==> src/rtl/core/vbsd_pkg.sv <==
// ----------------------------------------------------------------------------
// vbsd_pkg
// Shared widths, register indexes and the work item passed from the walker
// to the accumulator.
// ----------------------------------------------------------------------------
package vbsd_pkg;

    localparam int PLANE_ACC_DEPTH = 4096;
    localparam int MAX_BLOCK       = 16;

    localparam int SIZE_W       = 13;
    localparam int SIZE_MAX_EXT = 4096;
    localparam int BLOCK_REG_W  = 5;
    localparam int CFG_IDX_W    = 3;
    localparam int CFG_DATA_W   = 13;
    localparam int SAMPLE_W     = 32;
    localparam int SUM_W        = 48;
    localparam int COORD_W      = 12;
    localparam int QUEUE_DEPTH  = 4;

    localparam logic [CFG_IDX_W-1:0] REG_SIZE_X  = 3'd0;
    localparam logic [CFG_IDX_W-1:0] REG_SIZE_Y  = 3'd1;
    localparam logic [CFG_IDX_W-1:0] REG_SIZE_Z  = 3'd2;
    localparam logic [CFG_IDX_W-1:0] REG_BLOCK_X = 3'd3;
    localparam logic [CFG_IDX_W-1:0] REG_BLOCK_Y = 3'd4;
    localparam logic [CFG_IDX_W-1:0] REG_BLOCK_Z = 3'd5;

    typedef struct packed {
        logic signed [SAMPLE_W-1:0] sample;
        logic                       first;
        logic                       last;
        logic [COORD_W-1:0]         x;
        logic [COORD_W-1:0]         y;
        logic [COORD_W-1:0]         z;
        logic                       done;
    } vbsd_item_t;

    localparam int ITEM_W = $bits(vbsd_item_t);

    // Clamp a size register: zero acts as one, anything past the limit as the limit.
    function automatic logic [SIZE_W-1:0] eff_size(input logic [SIZE_W-1:0] v);
        logic [SIZE_W-1:0] r;
        r = v;
        if (v == '0)
        begin
            r = SIZE_W'(1);
        end
        else if (v > SIZE_W'(SIZE_MAX_EXT))
        begin
            r = SIZE_W'(SIZE_MAX_EXT);
        end
        return r;
    endfunction

endpackage

==> src/rtl/core/vbsd_queue.sv <==
// ----------------------------------------------------------------------------
// vbsd_queue
// Small register FIFO between the walker and the accumulator.
// ----------------------------------------------------------------------------
module vbsd_queue #(
    parameter int WIDTH = 1,
    parameter int DEPTH = vbsd_pkg::QUEUE_DEPTH
) (
    input  logic             clk,
    input  logic             rst_n,
    input  logic             push,
    input  logic [WIDTH-1:0] push_data,
    input  logic             pop,
    output logic [WIDTH-1:0] pop_data,
    output logic             not_empty,
    output logic             full
);
    import vbsd_pkg::*;

    localparam int PW = (DEPTH > 1) ? $clog2(DEPTH) : 1;
    localparam int CW = $clog2(DEPTH + 1);

    logic [WIDTH-1:0] data_reg [DEPTH];
    logic [PW-1:0]    wr_ptr_reg, wr_ptr_next;
    logic [PW-1:0]    rd_ptr_reg, rd_ptr_next;
    logic [CW-1:0]    count_reg, count_next;

    assign not_empty = (count_reg != '0);
    assign full      = (count_reg == CW'(DEPTH));
    assign pop_data  = data_reg[rd_ptr_reg];

    always_comb
    begin
        wr_ptr_next = wr_ptr_reg;
        rd_ptr_next = rd_ptr_reg;
        count_next  = count_reg;
        if (push)
        begin
            wr_ptr_next = (wr_ptr_reg == PW'(DEPTH - 1)) ? '0 : wr_ptr_reg + PW'(1);
        end
        if (pop)
        begin
            rd_ptr_next = (rd_ptr_reg == PW'(DEPTH - 1)) ? '0 : rd_ptr_reg + PW'(1);
        end
        if (push && !pop)
        begin
            count_next = count_reg + CW'(1);
        end
        else if (pop && !push)
        begin
            count_next = count_reg - CW'(1);
        end
    end

    always_ff @(posedge clk or negedge rst_n)
    begin
        if (!rst_n)
        begin
            wr_ptr_reg <= '0;
            rd_ptr_reg <= '0;
            count_reg  <= '0;
        end
        else
        begin
            wr_ptr_reg <= wr_ptr_next;
            rd_ptr_reg <= rd_ptr_next;
            count_reg  <= count_next;
        end
    end

    always_ff @(posedge clk)
    begin
        if (push)
        begin
            data_reg[wr_ptr_reg] <= push_data;
        end
    end

endmodule

==> config.mk <==
export PLATFORM = sky130hd
export DESIGN_NAME = vbsd_queue
export DESIGN_NICKNAME = d
export VERILOG_FILES = /design/src/rtl/core/vbsd_pkg.sv /design/src/rtl/core/vbsd_queue.sv
export SDC_FILE = /design/constraint.sdc
export NUM_CORES = 1
export LEC_CHECK = 0
export ABC_AREA = 1
export BUFFER_PORTS_ARGS = -buffer_cell sky130_fd_sc_hd__buf_2
export CORE_AREA = 10 10 47 49
export CTS_CLUSTER_DIAMETER = 30
export DETAILED_ROUTE_END_ITERATION = 7
export DIE_AREA = 0 0 57 59
export SLEW_MARGIN = 5
export SYNTH_ARGS = -nofsm -noshare
export SYNTH_HDL_FRONTEND = slang
export SYNTH_SLANG_ARGS = --single-unit
==> constraint.sdc <==
create_clock -name clk -period 1.6 [get_ports clk]
set_input_delay 0.16 -clock clk [delete_from_list [all_inputs] [get_ports clk]]
set_output_delay 0.16 -clock clk [all_outputs]
set_load 0.05 [all_outputs]
==> summary.txt, run 1 <==
Share of the synthesized area in the top cell type -> 0.299
Synthesized-area fraction occupied by adder cells -> 0.162
Crit. End Element -> primary output
Main combinational cell family by area after synthesis -> adder cells
IO Port Bufs -> 7
CTS tree -> yes
Global-route wire length before repair -> 1610 um
Skew-Pair Late Insertion Delay -> 0.26 ns
Outcome -> complete, no violations
Reg-to-reg slack, setup -> 0.33 ns
Worst min path class -> input port to flop
Vias per cell -> 4.58
Worst EP arrival -> 1.20 ns
Slew Limit Fails -> 0
Fmax -> 734 MHz
Row count -> 14
Fin cells -> 92
Clk slew on worst S/H paths -> 0.06 ns
Lkg Pwr -> 0.374 nW
Placed cells -> 87
Hold Path Cell Cnt -> 1
Worst-path fanout max -> 5
TNS Setup -> 0 ns
Syn Nets -> 76
Critical Path RT -> 1.44 ns
Clk sinks -> 11
Die footprint -> 3360 um^2
Period utilization -> 0.852
Synth Area in Simple Gates -> 0.156
R2r endpoint -> count_reg[2]
Worst Clk Skew -> 0.0000580 ns
Ports -> 8
FF+latch count, synth -> 11
Crit path launch -> rd_ptr_reg[0]
Die X -> 57 um
Routed WL -> 819 um
Cell Area, Synth -> 587 um^2
Post-CTS Hold Buffers -> 1
H-Tree Depth -> 1
Worst R2R Start -> count_reg[0]
Unrepaired setup endpoints after global routing -> no
Largest net degree at the start of global routing -> 10
Vias in the first global route -> 407
Initial Util -> 0.419
Antenna cells -> 0
Max reg flops -> 4
Synth area leaders -> dfrtp_1 30%, edfxtp_1 20%, ha_1 13%
Setup ws final -> 0.237 ns
WL/cell -> 8.90 um
Ys Warns -> 0
Worst-path cell chain -> inv_1 > nand2_1 > o211ai_1 > nand2_1 > buf_2
Most used cell, CP -> nand2_1
Final Hold Fails -> 0
Final global-route overflow total -> 0
Total GRT Usage -> 0.0609
Max clock buf depth -> 2
First-iteration detailed-routing DRC count -> 1
GPL Wtd Cong -> 0.753
Crit path to -> pop_data
CP delay by family, top -> flip-flops
Crit path depth -> 5
Root Buffer Master -> clkbuf_4
Initial antenna violation count -> 0
Nets -> 89
Area leader, netlist -> dfrtp_1
Tmin final -> 1.36 ns
Seq/Total Area, Yosys -> 0.503
Synth cell types -> 15
Critical path type -> flop to primary output
CTS Buf Count -> 3
Via count -> 421
Register-to-Register Path Depth -> 5
Synth Area in XOR/XNOR -> 0.0149
Drc violations -> 0
Mean post-synth cell area -> 9.17 um^2
Core area -> 1400 um^2
Crit path buf inv count -> 2
Mux contribution to synthesized area -> 0
Final ANT Viol Nets -> 0
Peak supply drop -> 794 uV
Resize count post-CTS -> 0
Worst-margin pin slew -> 0.251 ns
Final setup fails -> 0
Maxcap violations -> 0
Area delta synth->final -> 16.4%
Syn Inst Count -> 64
Critical path launch point type -> flop
Slowest CP cell -> dfrtp_1
Post-detail-place hpwl -> 676 um
Share of cells above drive strength 1 -> 0.145
Die H -> 59 um
Pwr per Cell Area -> 1740 nW/um^2
Post-synthesis compound-gate area fraction -> 0.0682
Post-CTS Setup Inserts -> 0
Slew headroom -> 0.834
Pre-antenna DRT Iters -> 2
Pre-CTS setup slack -> 0.245 ns
CP peak stage delay -> 0.40 ns
==> area by class of cell <==
type                            instances  area [um^2]
Timing Repair Buffer                    8         45.0
Inverter                               15         56.3
Multi-Input combinational cell         38          240
Clock buffer                            4         26.3
Sequential cell                        11          295
Tap cell                               16         20.0
Fill cell                             142          718
==> power breakdown <==
group / switching, W / total [W] / internal (W)
clock network: 0.0000846 / 0.000181 / 0.0000964
registers: 0.0000932 / 0.000493 / 0.000400
logic: 0.000341 / 0.000515 / 0.000174
total: 0.000519 / 0.00119 / 0.000670
==> cell usage after synthesis <==
master,count
nor3_1,1
inv_1,15
nor2_1,1
fa_1,1
a21oi_1,1
nand4_1,1
o21ai_1,1
edfxtp_1,4
xnor2_1,1
nand3_1,1
o21ai_0,3
o211ai_1,2
ha_1,6
nand2_1,19
dfrtp_1,7
==> per-layer routing <==
metal / wire [um] / vias to the layer above / global-route usage / part of all wire
met5: 0 / - / 0 / 0
met4: 17 / 0 / 0.0403 / 0.021
met3: 41 / 4 / 0.0279 / 0.050
met1: 411 / 186 / 0.0742 / 0.50
li1: - / 224 / - / -
met2: 349 / 7 / 0.0837 / 0.43
==> kinds of logic after synthesis <==
logic type	count (synthesis)
simple gates	23
compound gates	7
fa+ha+maj	7
buf+inv	15
flops	11
xor+xnor	1
==> stage by stage <==
step	utilization	cell area (um^2)	power [W]	hold WS [ns]
final	0.488	683	0.00119	0.108
after global routing	0.488	683	0.00132	0.102
after CTS	0.488	683	0.00121	0.103
after detailed placement	0.462	647	0.00102	0.000249
after global placement	0.462	647	0.00101	-0.000314
after floorplan	-	592	0.000902	-0.136
==> how the worst min path moves through the flow <==
stage | from | end | slack (ns)
after floorplan | rst_n | count_reg[0] | -0.14
after global placement | rst_n | wr_ptr_reg[1] | -0.0003
after detailed placement | rst_n | wr_ptr_reg[1] | 0.0002
after CTS | push_data | data_reg[0] | 0.10
after global routing | push_data | data_reg[2] | 0.10
final | push_data | data_reg[0] | 0.11
==> cell usage in the layout (no fill, tap or decap), drive strengths merged <==
master	synthesis	layout
xnor2	1	1
inv	15	15
edfxtp	4	4
o21ai	4	4
buf	0	7
o211ai	2	2
fa	1	1
nand3	1	1
ha	6	6
dlygate4sd3	0	1
nand2	19	19
a21oi	1	1
dfrtp	7	7
nor3	1	1
nand4	1	1
clkbuf	0	4
nor2	1	1
(Power assumes the default switching activity.)
==> run 2: changes to the inputs <==
REMOVE_ABC_BUFFERS = 1   (was not set)
==> run 2 against run 1 <==
Net effect:
- clock power about the same
- combinational power is essentially flat
- maximum frequency grew 0.33%
- sequential cell count stayed put
- cell count unchanged
- sequential power down 1%
- register-to-register slack is essentially flat
- worst hold slack worse by 0.0058 ns
==> summary.txt, run 2 (synthesized netlist as in run 1, its figures left out) <==
Outcome -> complete, no violations
Worst Clk Skew -> 0.00345 ns (+0.00339 ns)
Core Util, Final -> 0.484 (-0.00357)
GPL Wtd Cong -> 0.713 (-5.4%)
Final ANT Viol Nets -> 0 (unchanged)
Post-detail-place hpwl -> 682 um (+0.83%)
Commonest non-fill, non-tap cell in the layout -> nand2_1
Total GRT Usage -> 0.0546 (-0.00631)
Maxcap violations -> 0 (unchanged)
Worst R2R Start -> count_reg[0]
Final global-route overflow total -> 0 (unchanged)
Resize count post-CTS -> 0 (unchanged)
Row count -> 14 (unchanged)
Worst EP arrival -> 1.20 ns (about the same)
Psw -> 0.000513 W (-1.2%)
Setup ws final -> 0.242 ns (+0.00453 ns)
Lkg Pwr -> 0.373 nW (-0.32%)
Fin cells -> 92 (unchanged)
Die H -> 59 um (unchanged)
Drc violations -> 0 (unchanged)
Initial antenna violation count -> 0 (unchanged)
Post-CTS Hold Buffers -> 1 (unchanged)
Crit path to -> pop_data
Skew-Pair Late Insertion Delay -> 0.27 ns (about the same)
Placed cells -> 87 (unchanged)
Crit path launch -> rd_ptr_reg[0]
Share of cells above drive strength 1 -> 0.132 (-0.0132)
Die footprint -> 3360 um^2 (unchanged)
Vias per cell -> 4.51 (-1.4%)
Fill cell count -> 142 (unchanged)
Worst min path class -> input port to flop
Pre-CTS setup slack -> 0.236 ns (-0.00896 ns)
Sequential share of power -> 0.411 (-0.004)
Register-to-Register Path Depth -> 5 (unchanged)
Post-CTS Setup Inserts -> 0 (unchanged)
CTS Buf Count -> 3 (unchanged)
Peak supply drop -> 727 uV (-8.5%)
WL/cell -> 8.73 um (-2.0%)
Tmin final -> 1.36 ns (-0.00453 ns)
Initial Util -> 0.419 (unchanged)
Largest net degree at the start of global routing -> 10 (unchanged)
Ports -> 8 (unchanged)
Die X -> 57 um (unchanged)
Final Hold Fails -> 0 (unchanged)
Vias in the first global route -> 349 (-14%)
Root Buffer Master -> clkbuf_4
Area delta synth->final -> 15.6%
Slew headroom -> 0.833 (about the same)
IO Port Bufs -> 7 (unchanged)
Slew Limit Fails -> 0 (unchanged)
R2r endpoint -> count_reg[2]
CTS tree -> yes
Hold WS -> 0.102 ns (-0.00578 ns)
Max clock buf depth -> 2 (unchanged)
Global-route wire length before repair -> 1410 um (-12%)
Unrepaired setup endpoints after global routing -> no
H-Tree Depth -> 1 (unchanged)
Worst-path fanout max -> 5 (unchanged)
Clk sinks -> 11 (unchanged)
Pre-antenna DRT Iters -> 1 (-1)
Cell Int Power -> 0.000668 W (-0.21%)
Crit. End Element -> primary output
Critical path type -> flop to primary output
First-iteration detailed-routing DRC count -> 0 (-1)
Clock power frac -> 0.155 (+0.003)
Worst-margin pin slew -> 0.252 ns (+0.000894 ns)
Hold Path Cell Cnt -> 1 (unchanged)
Max reg flops -> 4 (unchanged)
Core area -> 1400 um^2 (unchanged)
Nets -> 89 (unchanged)
Via count -> 415 (-1.4%)
Routed WL -> 803 um (-2.0%)
Reg-to-reg slack, setup -> 0.34 ns (about the same)
Critical Path RT -> 1.44 ns (about the same)
Clk slew on worst S/H paths -> 0.06 ns (about the same)
Net Sw Frac -> 0.434 (-0.00233)
Comb pwr share -> 0.433 (about the same)
Final setup fails -> 0 (unchanged)
Period utilization -> 0.849 (-0.00283)
Pwr per Cell Area -> 1740 nW/um^2 (+0.11%)
Critical path launch point type -> flop
Antenna cells -> 0 (unchanged)
Fmax -> 736 MHz (+0.33%)
Most frequent cells in the layout -> 19 x nand2_1, 15 x inv_1, 7 x dfrtp_1, 7 x buf_2, 6 x ha_1
==> run 2: cell types whose count changed in the layout (fill, tap and decap cells not counted) <==
cell    change
nor3_1      +1
nor3_2      -1
==> run 2: stage by stage <==
stage | power, W | setup TNS [ns] | cell area [um^2]
after floorplan | 0.000893 | -0.0820 | 587
after global placement | 0.000998 | 0 | 642
after detailed placement | 0.00102 | 0 | 642
after CTS | 0.00121 | 0 | 678
after global routing | 0.00131 | 0 | 678
final | 0.00118 | 0 | 678
==> run 2: final cells by class <==
| class | instances | area, um^2 | area share |
|---|---|---|---|
| flip-flops and latches | 11 | 295 | 0.435 |
| multi-input cells | 38 | 235 | 0.347 |
| inverters | 15 | 56.3 | 0.0830 |
| repair buffers | 8 | 45.0 | 0.0664 |
| clock buffers | 4 | 26.3 | 0.0387 |
| well taps | 16 | 20.0 | 0.0295 |
==> run 2: power groups by stage <==
| stage | Sequential, W | Combinational (W) | Clock (W) |
|---|---|---|---|
| 2_1_floorplan | 0.000477 | 0.000416 | 0 |
| 3_3_place_gp | 0.000494 | 0.000504 | 0 |
| 3_5_place_dp | 0.000494 | 0.000524 | 0 |
| 4_1_cts | 0.000488 | 0.000528 | 0.000196 |
| 5_1_grt | 0.000504 | 0.000596 | 0.000212 |
| 6_report | 0.000486 | 0.000512 | 0.000184 |
==> run 2: worst min-delay path by stage <==
| stage | from | end | slack [ns] |
|---|---|---|---|
| final | push_data | data_reg[0] | 0.10 |
| after global routing | push_data | data_reg[0] | 0.1 |
| after CTS | push_data | data_reg[0] | 0.09 |
| after detailed placement | rst_n | wr_ptr_reg[1] | -0.002 |
| after global placement | rst_n | wr_ptr_reg[1] | -0.003 |
| after floorplan | rst_n | count_reg[0] | -0.14 |
==> run 2: worst max-delay path: stages (launching register included) <==
cell,delay [ns]
dfrtp_1,0.39
inv_1,0.13
o211ai_1,0.09
nand2_1,0.06
buf_2,0.25
==> run 2: per-layer routing <==
| metal | global-route usage | vias to the layer above | share of wire |
|---|---|---|---|
| li1 | - | 223 | - |
| met1 | 0.0613 | 181 | 0.45 |
| met2 | 0.0760 | 8 | 0.45 |
| met3 | 0.0236 | 3 | 0.059 |
| met4 | 0.0503 | 0 | 0.042 |
| met5 | 0 | - | 0 |
