--- config.mk ---
export PLATFORM = sky130hd
export DESIGN_NAME = vbsd_front
export DESIGN_NICKNAME = d
export VERILOG_FILES = /design/src/rtl/core/vbsd_pkg.sv /design/src/rtl/core/vbsd_front.sv
export SDC_FILE = /design/constraint.sdc
export NUM_CORES = 1
export LEC_CHECK = 0
export ABC_AREA = 1
export ABC_CLOCK_PERIOD_IN_PS = 5500
export BUFFER_PORTS_ARGS = -buffer_cell sky130_fd_sc_hd__buf_2
export CAP_MARGIN = 20
export CORE_UTILIZATION = 35
export DETAILED_ROUTE_END_ITERATION = 10
export PLACE_DENSITY = 0.49
export REMOVE_ABC_BUFFERS = 1
export SYNTH_ARGS = -nofsm -noshare
export SYNTH_HDL_FRONTEND = slang
export SYNTH_SLANG_ARGS = --single-unit
--- constraint.sdc ---
create_clock -name clk -period 5.5 [get_ports clk]
set_input_delay 0.275 -clock clk [delete_from_list [all_inputs] [get_ports clk]]
set_output_delay 0.275 -clock clk [all_outputs]
set_load 0.01 [all_outputs]
--- src/rtl/core/vbsd_pkg.sv ---
// ----------------------------------------------------------------------------
// vbsd_pkg
// Shared widths, register indexes and the work item passed from the walker
// to the accumulator.
// ----------------------------------------------------------------------------
package vbsd_pkg;

    localparam int PLANE_ACC_DEPTH = 4096;
    localparam int MAX_BLOCK       = 16;

    localparam int SIZE_W       = 13;
    localparam int SIZE_MAX_EXT = 4096;
    localparam int BLOCK_REG_W  = 5;
    localparam int CFG_IDX_W    = 3;
    localparam int CFG_DATA_W   = 13;
    localparam int SAMPLE_W     = 32;
    localparam int SUM_W        = 48;
    localparam int COORD_W      = 12;
    localparam int QUEUE_DEPTH  = 4;

    localparam logic [CFG_IDX_W-1:0] REG_SIZE_X  = 3'd0;
    localparam logic [CFG_IDX_W-1:0] REG_SIZE_Y  = 3'd1;
    localparam logic [CFG_IDX_W-1:0] REG_SIZE_Z  = 3'd2;
    localparam logic [CFG_IDX_W-1:0] REG_BLOCK_X = 3'd3;
    localparam logic [CFG_IDX_W-1:0] REG_BLOCK_Y = 3'd4;
    localparam logic [CFG_IDX_W-1:0] REG_BLOCK_Z = 3'd5;

    typedef struct packed {
        logic signed [SAMPLE_W-1:0] sample;
        logic                       first;
        logic                       last;
        logic [COORD_W-1:0]         x;
        logic [COORD_W-1:0]         y;
        logic [COORD_W-1:0]         z;
        logic                       done;
    } vbsd_item_t;

    localparam int ITEM_W = $bits(vbsd_item_t);

    // Clamp a size register: zero acts as one, anything past the limit as the limit.
    function automatic logic [SIZE_W-1:0] eff_size(input logic [SIZE_W-1:0] v);
        logic [SIZE_W-1:0] r;
        r = v;
        if (v == '0)
        begin
            r = SIZE_W'(1);
        end
        else if (v > SIZE_W'(SIZE_MAX_EXT))
        begin
            r = SIZE_W'(SIZE_MAX_EXT);
        end
        return r;
    endfunction

endpackage

--- src/rtl/core/vbsd_front.sv ---
// ----------------------------------------------------------------------------
// vbsd_front
// Holds the configuration, walks the volume in memory order and classifies
// each sample: dropped when its block is partial, otherwise tagged with its
// accumulator address, block coordinates and first/last/done marks.
// ----------------------------------------------------------------------------
module vbsd_front #(
    parameter int PLANE_ACC_DEPTH = vbsd_pkg::PLANE_ACC_DEPTH,
    parameter int MAX_BLOCK       = vbsd_pkg::MAX_BLOCK,
    localparam int AW             = $clog2(PLANE_ACC_DEPTH)
) (
    input  logic                                clk,
    input  logic                                rst_n,
    input  logic                                wr_en,
    input  logic [vbsd_pkg::CFG_IDX_W-1:0]      wr_index,
    input  logic [vbsd_pkg::CFG_DATA_W-1:0]     wr_data,
    input  logic                                in_valid,
    input  logic signed [vbsd_pkg::SAMPLE_W-1:0] sample,
    input  logic                                q_full,
    output logic                                push,
    output vbsd_pkg::vbsd_item_t                push_item,
    output logic [AW-1:0]                       push_addr
);
    import vbsd_pkg::*;

    localparam int BW    = $clog2(MAX_BLOCK + 1);
    localparam int EXT_W = SIZE_W + 1;

    function automatic logic [BW-1:0] eff_block(input logic [BLOCK_REG_W-1:0] v);
        int unsigned t;
        t = 32'(v);
        if (t == 0)
        begin
            t = 1;
        end
        else if (t > MAX_BLOCK)
        begin
            t = MAX_BLOCK;
        end
        return BW'(t);
    endfunction

    function automatic logic [AW-1:0] wrap_add(input logic [AW-1:0] a, input logic [AW-1:0] b);
        logic [AW:0] s;
        s = {1'b0, a} + {1'b0, b};
        if (s >= (AW + 1)'(PLANE_ACC_DEPTH))
        begin
            s = s - (AW + 1)'(PLANE_ACC_DEPTH);
        end
        return s[AW-1:0];
    endfunction

    // configuration
    logic [SIZE_W-1:0]      size_x_reg, size_y_reg, size_z_reg;
    logic [BLOCK_REG_W-1:0] block_x_reg, block_y_reg, block_z_reg;

    // walk state
    logic [COORD_W-1:0] pos_x_reg, pos_y_reg, pos_z_reg;
    logic [COORD_W-1:0] pos_x_next, pos_y_next, pos_z_next;
    logic [BW-1:0]      sub_x_reg, sub_y_reg, sub_z_reg;
    logic [BW-1:0]      sub_x_next, sub_y_next, sub_z_next;
    logic [COORD_W-1:0] blk_x_reg, blk_y_reg, blk_z_reg;
    logic [COORD_W-1:0] blk_x_next, blk_y_next, blk_z_next;
    logic [SIZE_W-1:0]  base_x_reg, base_y_reg, base_z_reg;
    logic [SIZE_W-1:0]  base_x_next, base_y_next, base_z_next;
    logic [AW-1:0]      col_reg, col_next;
    logic [AW-1:0]      row_reg, row_next;

    logic [SIZE_W-1:0] sx, sy, sz;
    logic [BW-1:0]     bx, by, bz;
    logic              accept, cfg_hit;
    logic              whole_x, whole_y, whole_z;
    logic              last_x, last_y, last_z;
    logic [BW:0]       sub_x_inc, sub_y_inc, sub_z_inc;
    logic              wrap_x, wrap_y, wrap_z;
    logic [SIZE_W-1:0] pos_x_inc, pos_y_inc, pos_z_inc;
    logic              end_x, end_y, end_z;
    logic [AW-1:0]     col_inc, nx_mod;

    assign sx = eff_size(size_x_reg);
    assign sy = eff_size(size_y_reg);
    assign sz = eff_size(size_z_reg);
    assign bx = eff_block(block_x_reg);
    assign by = eff_block(block_y_reg);
    assign bz = eff_block(block_z_reg);

    assign accept  = in_valid && !q_full;
    assign cfg_hit = wr_en && (wr_index == REG_SIZE_X || wr_index == REG_SIZE_Y ||
                               wr_index == REG_SIZE_Z || wr_index == REG_BLOCK_X ||
                               wr_index == REG_BLOCK_Y || wr_index == REG_BLOCK_Z);

    // a block is whole when it ends inside the volume; it is the last one on
    // its axis when a further block would not fit
    assign whole_x = ({1'b0, base_x_reg} + EXT_W'(bx)) <= {1'b0, sx};
    assign whole_y = ({1'b0, base_y_reg} + EXT_W'(by)) <= {1'b0, sy};
    assign whole_z = ({1'b0, base_z_reg} + EXT_W'(bz)) <= {1'b0, sz};
    assign last_x  = ({1'b0, base_x_reg} + EXT_W'(bx) + EXT_W'(bx)) > {1'b0, sx};
    assign last_y  = ({1'b0, base_y_reg} + EXT_W'(by) + EXT_W'(by)) > {1'b0, sy};
    assign last_z  = ({1'b0, base_z_reg} + EXT_W'(bz) + EXT_W'(bz)) > {1'b0, sz};

    assign sub_x_inc = {1'b0, sub_x_reg} + (BW + 1)'(1);
    assign sub_y_inc = {1'b0, sub_y_reg} + (BW + 1)'(1);
    assign sub_z_inc = {1'b0, sub_z_reg} + (BW + 1)'(1);
    assign wrap_x    = sub_x_inc >= {1'b0, bx};
    assign wrap_y    = sub_y_inc >= {1'b0, by};
    assign wrap_z    = sub_z_inc >= {1'b0, bz};

    assign pos_x_inc = {1'b0, pos_x_reg} + SIZE_W'(1);
    assign pos_y_inc = {1'b0, pos_y_reg} + SIZE_W'(1);
    assign pos_z_inc = {1'b0, pos_z_reg} + SIZE_W'(1);
    assign end_x     = pos_x_inc >= sx;
    assign end_y     = pos_y_inc >= sy;
    assign end_z     = pos_z_inc >= sz;

    // column counter modulo the plane depth; at the end of a line its
    // advanced value is the count of whole blocks across x
    assign col_inc = (col_reg == AW'(PLANE_ACC_DEPTH - 1)) ? '0 : col_reg + AW'(1);
    assign nx_mod  = wrap_x ? col_inc : col_reg;

    assign push                = accept && whole_x && whole_y && whole_z;
    assign push_addr           = wrap_add(row_reg, col_reg);
    assign push_item.sample    = sample;
    assign push_item.first     = (sub_x_reg == '0) && (sub_y_reg == '0) && (sub_z_reg == '0);
    assign push_item.last      = wrap_x && wrap_y && wrap_z;
    assign push_item.x         = blk_x_reg;
    assign push_item.y         = blk_y_reg;
    assign push_item.z         = blk_z_reg;
    assign push_item.done      = last_x && last_y && last_z;

    always_comb
    begin
        pos_x_next  = pos_x_reg;
        pos_y_next  = pos_y_reg;
        pos_z_next  = pos_z_reg;
        sub_x_next  = sub_x_reg;
        sub_y_next  = sub_y_reg;
        sub_z_next  = sub_z_reg;
        blk_x_next  = blk_x_reg;
        blk_y_next  = blk_y_reg;
        blk_z_next  = blk_z_reg;
        base_x_next = base_x_reg;
        base_y_next = base_y_reg;
        base_z_next = base_z_reg;
        col_next    = col_reg;
        row_next    = row_reg;

        if (cfg_hit)
        begin
            // restart the walk at the volume origin
            pos_x_next  = '0;
            pos_y_next  = '0;
            pos_z_next  = '0;
            sub_x_next  = '0;
            sub_y_next  = '0;
            sub_z_next  = '0;
            blk_x_next  = '0;
            blk_y_next  = '0;
            blk_z_next  = '0;
            base_x_next = '0;
            base_y_next = '0;
            base_z_next = '0;
            col_next    = '0;
            row_next    = '0;
        end
        else if (accept)
        begin
            if (!end_x)
            begin
                pos_x_next = pos_x_inc[COORD_W-1:0];
                if (wrap_x)
                begin
                    sub_x_next  = '0;
                    blk_x_next  = blk_x_reg + COORD_W'(1);
                    base_x_next = base_x_reg + SIZE_W'(bx);
                    col_next    = col_inc;
                end
                else
                begin
                    sub_x_next = sub_x_inc[BW-1:0];
                end
            end
            else
            begin
                pos_x_next  = '0;
                sub_x_next  = '0;
                blk_x_next  = '0;
                base_x_next = '0;
                col_next    = '0;
                if (!end_y)
                begin
                    pos_y_next = pos_y_inc[COORD_W-1:0];
                    if (wrap_y)
                    begin
                        sub_y_next  = '0;
                        blk_y_next  = blk_y_reg + COORD_W'(1);
                        base_y_next = base_y_reg + SIZE_W'(by);
                        row_next    = wrap_add(row_reg, nx_mod);
                    end
                    else
                    begin
                        sub_y_next = sub_y_inc[BW-1:0];
                    end
                end
                else
                begin
                    pos_y_next  = '0;
                    sub_y_next  = '0;
                    blk_y_next  = '0;
                    base_y_next = '0;
                    row_next    = '0;
                    if (!end_z)
                    begin
                        pos_z_next = pos_z_inc[COORD_W-1:0];
                        if (wrap_z)
                        begin
                            sub_z_next  = '0;
                            blk_z_next  = blk_z_reg + COORD_W'(1);
                            base_z_next = base_z_reg + SIZE_W'(bz);
                        end
                        else
                        begin
                            sub_z_next = sub_z_inc[BW-1:0];
                        end
                    end
                    else
                    begin
                        pos_z_next  = '0;
                        sub_z_next  = '0;
                        blk_z_next  = '0;
                        base_z_next = '0;
                    end
                end
            end
        end
    end

    always_ff @(posedge clk or negedge rst_n)
    begin
        if (!rst_n)
        begin
            size_x_reg  <= SIZE_W'(1);
            size_y_reg  <= SIZE_W'(1);
            size_z_reg  <= SIZE_W'(1);
            block_x_reg <= BLOCK_REG_W'(1);
            block_y_reg <= BLOCK_REG_W'(1);
            block_z_reg <= BLOCK_REG_W'(1);
            pos_x_reg   <= '0;
            pos_y_reg   <= '0;
            pos_z_reg   <= '0;
            sub_x_reg   <= '0;
            sub_y_reg   <= '0;
            sub_z_reg   <= '0;
            blk_x_reg   <= '0;
            blk_y_reg   <= '0;
            blk_z_reg   <= '0;
            base_x_reg  <= '0;
            base_y_reg  <= '0;
            base_z_reg  <= '0;
            col_reg     <= '0;
            row_reg     <= '0;
        end
        else
        begin
            if (wr_en)
            begin
                case (wr_index)
                    REG_SIZE_X:  size_x_reg  <= wr_data;
                    REG_SIZE_Y:  size_y_reg  <= wr_data;
                    REG_SIZE_Z:  size_z_reg  <= wr_data;
                    REG_BLOCK_X: block_x_reg <= wr_data[BLOCK_REG_W-1:0];
                    REG_BLOCK_Y: block_y_reg <= wr_data[BLOCK_REG_W-1:0];
                    REG_BLOCK_Z: block_z_reg <= wr_data[BLOCK_REG_W-1:0];
                    default:     ;
                endcase
            end
            pos_x_reg  <= pos_x_next;
            pos_y_reg  <= pos_y_next;
            pos_z_reg  <= pos_z_next;
            sub_x_reg  <= sub_x_next;
            sub_y_reg  <= sub_y_next;
            sub_z_reg  <= sub_z_next;
            blk_x_reg  <= blk_x_next;
            blk_y_reg  <= blk_y_next;
            blk_z_reg  <= blk_z_next;
            base_x_reg <= base_x_next;
            base_y_reg <= base_y_next;
            base_z_reg <= base_z_next;
            col_reg    <= col_next;
            row_reg    <= row_next;
        end
    end

endmodule

==> results.md, run 1 <==
* Run status: finished, violations left
* Failing checks: design-rule violations
* Number of global-route vias before repair at 14160
* Crit-path max FO at 4
* Final Skew at 0.008962 ns
* Core Region at 46850 um^2
* Die area at 48630 um^2
* Post-Layout Inst Area at 18810 um^2
* Hold Crit Class: in -> reg
* Routed wire length at 48560 um
* Fraction of registers with async set/reset at 1.000
* PortBufs at 72
* First-pass GRT wire length at 76960 um
* Synthesized area at 16710 um^2
* Leak Pwr at 9.998 nW
* Total grt overflow at 0
* Max-slew headroom at 0.3978
* EDFF count, synth at 0
* Remaining antenna violation count at 0
* 1st-pass router iterations at 8
* Crit path time final at 5.146 ns
* Post-Synth Adder-Cell Area at 0.1570
* CTS tree: done
* DR iter-0 viols at 906
* Ys flop type: dfrtp_1
* P_int at 4.784 mW
* CTS Buf Count at 28
* Syn-to-layout area delta at 12.51%
* Max frequency at 0.1943 GHz
* Routability cong. at 0.8824
* CP Capture Type: output pin
* Detail Placement HPWL at 36960 um
* Largest net degree at the start of global routing at 108
* Syn Inst Count at 2338
* Netlist cell types at 45
* Most common cell in the synthesized netlist: nand2_1
* Post-synth top area cell: dfrtp_1
* Synth Register Bits at 204
* DRC viols at 4
* Switching portion of total power at 0.4520
* Pwr dens at 464.2 nW/um^2
* Number of H-tree levels at 1
* Combinational power share at 0.529
* Complex-gate fraction of the synthesized area at 0.1039
* Synth cell count leaders: nand2_1, inv_1, dfrtp_1
* Placed Cells at 2960
* Total power at 8.729 mW
* Fin. max-slew vios at 0
* Final cell count without fillers at 3023
* Die Ht at 220.5 um
* Startpoint types: flip-flop
* Worst skew pair latency at 0.56 ns
* Top cell type's share of synthesized area at 0.2964
* Initial Util at 0.3568
* Pre-CTS WS at 0.6714 ns
* Deepest clock path buffer count at 3
* Per-cell routed wire length at 16.06 um
* Largest family of logic cells by synthesized area: simple AND/OR/NAND/NOR gates
* Clock sink total at 204
* Antenna cells at 0
* Cell area after placement at 17540 um^2
* Setup-failing EPs final at 0
* Hold_ws at 0.09210 ns
* Via density per instance at 4.995
* Clock power frac at 0.228
* Synth area leaders: dfrtp_1, nand2_1, ha_1
* Peak VDD IR at 0.0002094 V
* Max Cap Viol at 0
* Routing usage on met3 at 0.03299
* GRT met2 Usage at 0.3166
* Worst Tran Pin Value at 0.9007 ns
* Met1 Use GR at 0.2821
* Worst-path clk slew at 0.06 ns
* Number of I/O pins at 137
* PnR worst setup slack at 0.3536 ns
* Arrival time worst endpoint at 4.87 ns
* Sequential share of the synthesized area at 0.3059
* Syn avg cell area at 7.149 um^2
* Simple-gate share of the synthesized area at 0.2777
* Xor/xnor cell area share of the yosys netlist at 0.05816
* Mux contribution to synthesized area at 0.001198
* Synth Warn # at 0
* Critical Path RT at 5.22 ns
* Top Usage Layer GRT: met2
* Gr usage total at 0.1990
* Switching power of the nets at 3.945 mW
* Root Buffer: clkbuf_16
* Final #Nets at 2654
* Period utilization at 0.9357
* Initial antenna violation count at 0
* Die W at 220.5 um
* Critical path type: reg -> out
* Via count at 15100
* Endpoints failing hold at 0
* Sequential group share of total power at 0.243
* Layout Utilization at 0.4014
* Core Rows at 79
* Setup TNS at 0 ns
* Layout cell share with drive strength beyond 1 at 0.08526
## worst max-delay path, cell delays in order, from the launching register on
cell      delay (ns)
dfstp_2         0.53
inv_1           0.06
nand4_1         0.11
a21oi_2         0.11
ha_1            0.23
fa_2            0.58
inv_1           0.07
fa_1            0.41
o21ai_2         0.18
nand2_1         0.07
nand2_1         0.06
nand2_1         0.08
nor2_2          0.17
nand3_1         0.09
nor2_1          0.12
xor2_1          0.08
ha_1            0.30
nand2_1         0.05
inv_1           0.08
nand3_1         0.08
nor2_1          0.09
nand2_1         0.06
nand3_1         0.09
a21boi_0        0.08
nand2_1         0.18
nand2_1         0.09
nor2_1          0.12
buf_2           0.14
## power groups by stage
stage,sequential (mW),clock (mW),combinational (mW)
6_report,2.12,1.99,4.62
4_1_cts,2.12,2.04,4.50
3_3_place_gp,2.14,0,4.42
3_5_place_dp,2.14,0,4.47
2_1_floorplan,2.07,0,3.21
5_1_grt,2.17,2.09,5.28
## placed cells by master, fill, tap and decap left out, types with 7 or more instances in the layout
| cell | count |
|---|---|
| a21oi_1 | 84 |
| buf_2 | 71 |
| buf_4 | 21 |
| clkbuf_16 | 29 |
| dfrtp_1 | 198 |
| ha_1 | 193 |
| inv_1 | 314 |
| inv_2 | 7 |
| nand2_1 | 672 |
| nand3_1 | 155 |
| nand3b_1 | 10 |
| nand4_1 | 42 |
| nor2_1 | 143 |
| nor2_2 | 7 |
| nor3_1 | 37 |
| nor4_1 | 15 |
| o21ai_0 | 162 |
| o22ai_1 | 30 |
| or2_2 | 8 |
| xnor2_1 | 18 |
| xor2_1 | 88 |
## final timing paths
check / slack [ns] / endpoint / from / depth (start not counted)
hold / removal: 0.09 / size_x_reg[10] / wr_data[10] / 3
max in group asynchronous: 4.12 / size_z_reg[5] / rst_n / 3
setup / recovery: 0.35 / push_item[0] / block_y_reg[0] / 27
min in group asynchronous: 0.30 / row_reg[4] / rst_n / 2
setup reg to reg: 1.09 / row_reg[9] / block_x_reg[1] / 21
hold reg to reg: 0.48 / sub_z_reg[4] / sub_z_reg[4] / 2
## per-layer routing
metal / up-vias / share of wire
met5: - / 0.0010
met3: 62 / 0.042
met4: 2 / 0.019
li1: 7728 / -
met1: 7042 / 0.49
met2: 266 / 0.44
## timing repair
item | in CTS | in global routing
endpoints found under the setup margin | 0 | 1
buffers inserted | 0 | 12
gates resized for setup | 0 | 40
hold buffers | 1 | 0
endpoints found under the hold margin | 95 | 0
## logic make-up after synthesis
family          after synthesis
simple gates               1106
buf+inv                     389
compound gates              321
fa+ha+maj                   205
flops                       204
xor+xnor                    111
mux                           2
## layout make-up
type | instances | area [um^2]
fill | 4924 | 28050
sequential | 204 | 5112
inverter | 322 | 1209
clock inverter | 15 | 215.2
timing repair buffer | 95 | 558.0
clock buffer | 35 | 788.3
multi-input combinational | 1745 | 10160
tap | 607 | 759.5
(Power assumes the default switching activity.)
==> inputs of run 2 (changes only) <==
--- a/config.mk
+++ b/config.mk
@@ -6,11 +6,12 @@
 export NUM_CORES = 1
 export LEC_CHECK = 0
 export ABC_AREA = 1
-export ABC_CLOCK_PERIOD_IN_PS = 5500
+export ABC_CLOCK_PERIOD_IN_PS = 4900
 export BUFFER_PORTS_ARGS = -buffer_cell sky130_fd_sc_hd__buf_2
 export CAP_MARGIN = 20
 export CORE_UTILIZATION = 35
 export DETAILED_ROUTE_END_ITERATION = 10
+export MAX_ROUTING_LAYER = met4
 export PLACE_DENSITY = 0.49
 export REMOVE_ABC_BUFFERS = 1
 export SYNTH_ARGS = -nofsm -noshare
==> constraint.sdc (replaced) <==
create_clock -name clk -period 4.9 [get_ports clk]
set_input_delay 0.245 -clock clk [delete_from_list [all_inputs] [get_ports clk]]
set_output_delay 0.245 -clock clk [all_outputs]
set_load 0.01 [all_outputs]
==> run 2 against run 1 <==
The run ends with design-rule violations, negative setup slack left. Die area is the same. Global-route usage grew 1.1 points. Sequential power grew 13%. Sequential share of layout area shrank 0.64 points. Clock-buffer cell count is the same. Combinational power grew 23%. Critical path type unchanged. Largest cell class unchanged.
==> results.md, run 2 (synthesized netlist as in run 1, its figures left out) <==
* Max frequency at 0.2030 GHz
* Final cell count without fillers at 3055 (+1.1%)
* Antenna cells at 0 (unchanged)
* Max-slew headroom at 0.4033 (+0.005450)
* Number of I/O pins at 137 (unchanged)
* Die Ht at 220.5 um (unchanged)
* Switching power of the nets at 4.585 mW (+16%)
* Setup-failing EPs final at 1 (+1)
* Initial Util at 0.3568 (unchanged)
* Largest net degree at the start of global routing at 106 (-1.9%)
* Crit path time final at 4.926 ns
* Via density per instance at 4.990 (-0.10%)
* Critical Path RT at 4.66 ns (-0.56 ns)
* Deepest clock path buffer count at 3 (unchanged)
* Period utilization at 1.005
* Gr usage total at 0.2098 (+0.01079)
* PortBufs at 72 (unchanged)
* Worst Tran Pin Value at 0.8926 ns (-0.008152 ns)
* Hold Crit Class: in -> reg
* Core Rows at 79 (unchanged)
* RSZ-0062 raised after global routing: yes
* PnR worst setup slack at -0.02625 ns (-0.3799 ns)
* Combinational power share at 0.565 (+0.036)
* 1st-pass router iterations at 8 (unchanged)
* Endpoints failing hold at 0 (unchanged)
* Final Skew at 0.02356 ns (+0.01460 ns)
* Clock power frac at 0.197 (-0.031)
* DRC viols at 4 (unchanged)
* Initial antenna violation count at 1 (+1)
* R2R setup slack at 0.58 ns (-0.51 ns)
* Total power at 10.02 mW (+15%)
* DR iter-0 viols at 907 (+0.11%)
* Startpoint types: flip-flop
* Routed wire length at 49340 um (+1.6%)
* Final #Nets at 2685 (+1.2%)
* Run status: finished, violations left
* Placed Cells at 2972 (+0.41%)
* Clock sink total at 204 (unchanged)
* Core Region at 46850 um^2 (unchanged)
* Layout cell share with drive strength beyond 1 at 0.1189 (+0.03361)
* Failing checks: design-rule violations, negative setup slack
* Most common cell after layout, fill and taps aside: nand2_1
* Worst skew pair latency at 0.57 ns (about the same)
* Root Buffer: clkbuf_16
* Peak VDD IR at 0.0002595 V (+24%)
* P_int at 5.435 mW (+14%)
* Arrival time worst endpoint at 4.68 ns (-0.19 ns)
* Die area at 48630 um^2 (unchanged)
* Detail Placement HPWL at 37140 um (+0.48%)
* Sequential group share of total power at 0.239 (-0.004)
* Critical path type: reg -> out
* Pwr dens at 520.3 nW/um^2 (+12%)
* CP Capture Type: output pin
* Fill cell count at 4880 (-0.89%)
* Number of global-route vias before repair at 14660 (+3.6%)
* Worst-path clk slew at 0.06 ns (about the same)
* Switching portion of total power at 0.4576 (+0.005624)
* Via count at 15240 (+0.95%)
* Crit-path max FO at 3 (-1)
* Routability cong. at 0.8928 (+1.2%)
* Leak Pwr at 10.11 nW (+1.1%)
* Fin. max-slew vios at 0 (unchanged)
* CTS Buf Count at 27 (-3.6%)
* Max Cap Viol at 0 (unchanged)
* Die W at 220.5 um (unchanged)
* Remaining antenna violation count at 0 (unchanged)
* First-pass GRT wire length at 78990 um (+2.6%)
* Number of H-tree levels at 1 (unchanged)
* Syn-to-layout area delta at 15.23%
* Per-cell routed wire length at 16.15 um (+0.53%)
* Total grt overflow at 0 (unchanged)
* Most frequent cells in the layout: nand2_1, inv_1, dfrtp_1
* CTS tree: done
==> run 2: per-layer routing <==
metal | global-route usage | routed length (um) | up-vias
met2 | 0.3300 | 22390 | 278
li1 | - | - | 7782
met3 | 0.03052 | 1907 | 45
met4 | 0.04566 | 935 | 0
met1 | 0.2849 | 24100 | 7139
met5 | - | 0 | -
==> run 2: path summary, 6_finish.rpt <==
| kind | cells after the start | end | start |
|---|---|---|---|
| min in group asynchronous | 2 | row_reg[5] | rst_n |
| worst min-delay path | 3 | size_y_reg[12] | wr_data[12] |
| worst min register to register | 2 | base_z_reg[11] | base_z_reg[11] |
| max in group asynchronous | 3 | base_z_reg[12] | rst_n |
| worst max-delay path | 27 | push_item[0] | block_y_reg[0] |
| worst max register to register | 20 | row_reg[9] | block_x_reg[3] |
==> run 2: metrics by stage <==
stage	hold WS, ns	setup WS (ns)	cell area (um^2)	setup TNS [ns]	util
6_report	0.06370	-0.02625	19260	-0.02625	0.4111
5_1_grt	0.06854	-0.3228	19260	-0.3228	0.4111
4_1_cts	0.03071	-0.1042	18860	-0.1042	0.4026
3_5_place_dp	0.4004	0.1499	17630	0	0.3763
3_3_place_gp	0.3903	0.2442	17630	0	0.3763
2_1_floorplan	-0.05059	0.6851	16320	0	-
==> run 2: layout make-up <==
cell class	instances	area [um^2]	share of cell area
multi-input combinational	1745	10500	0.5453
clock buffer	35	735.7	0.03820
inverter	322	1209	0.06275
tap	607	759.5	0.03943
timing repair buffer	127	805.8	0.04183
sequential	204	5112	0.2654
clock inverter	15	135.1	0.007016
==> run 2: power by group through the flow <==
stage	clock network (mW)	registers [mW]	logic, mW
2_1_floorplan	0	2.32	3.61
3_3_place_gp	0	2.39	5.01
3_5_place_dp	0	2.40	5.11
4_1_cts	2.04	2.38	5.40
5_1_grt	2.10	2.45	6.41
6_report	1.97	2.39	5.66
==> run 2: what timing repair did <==
action / 4_1_cts / 5_1_grt
setup buffers: 20 / 12
pin swaps: 35 / 54
endpoints found under the hold margin: 103 / 0
endpoints found under the setup margin: 1 / 2
hold buffers: 1 / 0
resized for setup: 54 / 56
==> run 2: worst max-delay path: stages (launching register included) <==
cell and delay [ns]:
dfstp_2 0.53, inv_1 0.06, nand4_1 0.13, a21oi_2 0.08, ha_2 0.19, fa_2 0.57, inv_2 0.05, fa_2 0.40
o21ai_2 0.17, nand2_1 0.07, nand2_1 0.07, nand2_2 0.08, nor2_4 0.13, nand3_1 0.08, nor2_1 0.13, xor2_1 0.17
ha_1 0.26, nand2_1 0.09, inv_2 0.05, nand3_1 0.07, nor2_1 0.04, nand2_1 0.06, nand3_1 0.08, a21boi_1 0.18
nand2_2 0.12, nand2_2 0.09, nor2_2 0.04, buf_2 0.13
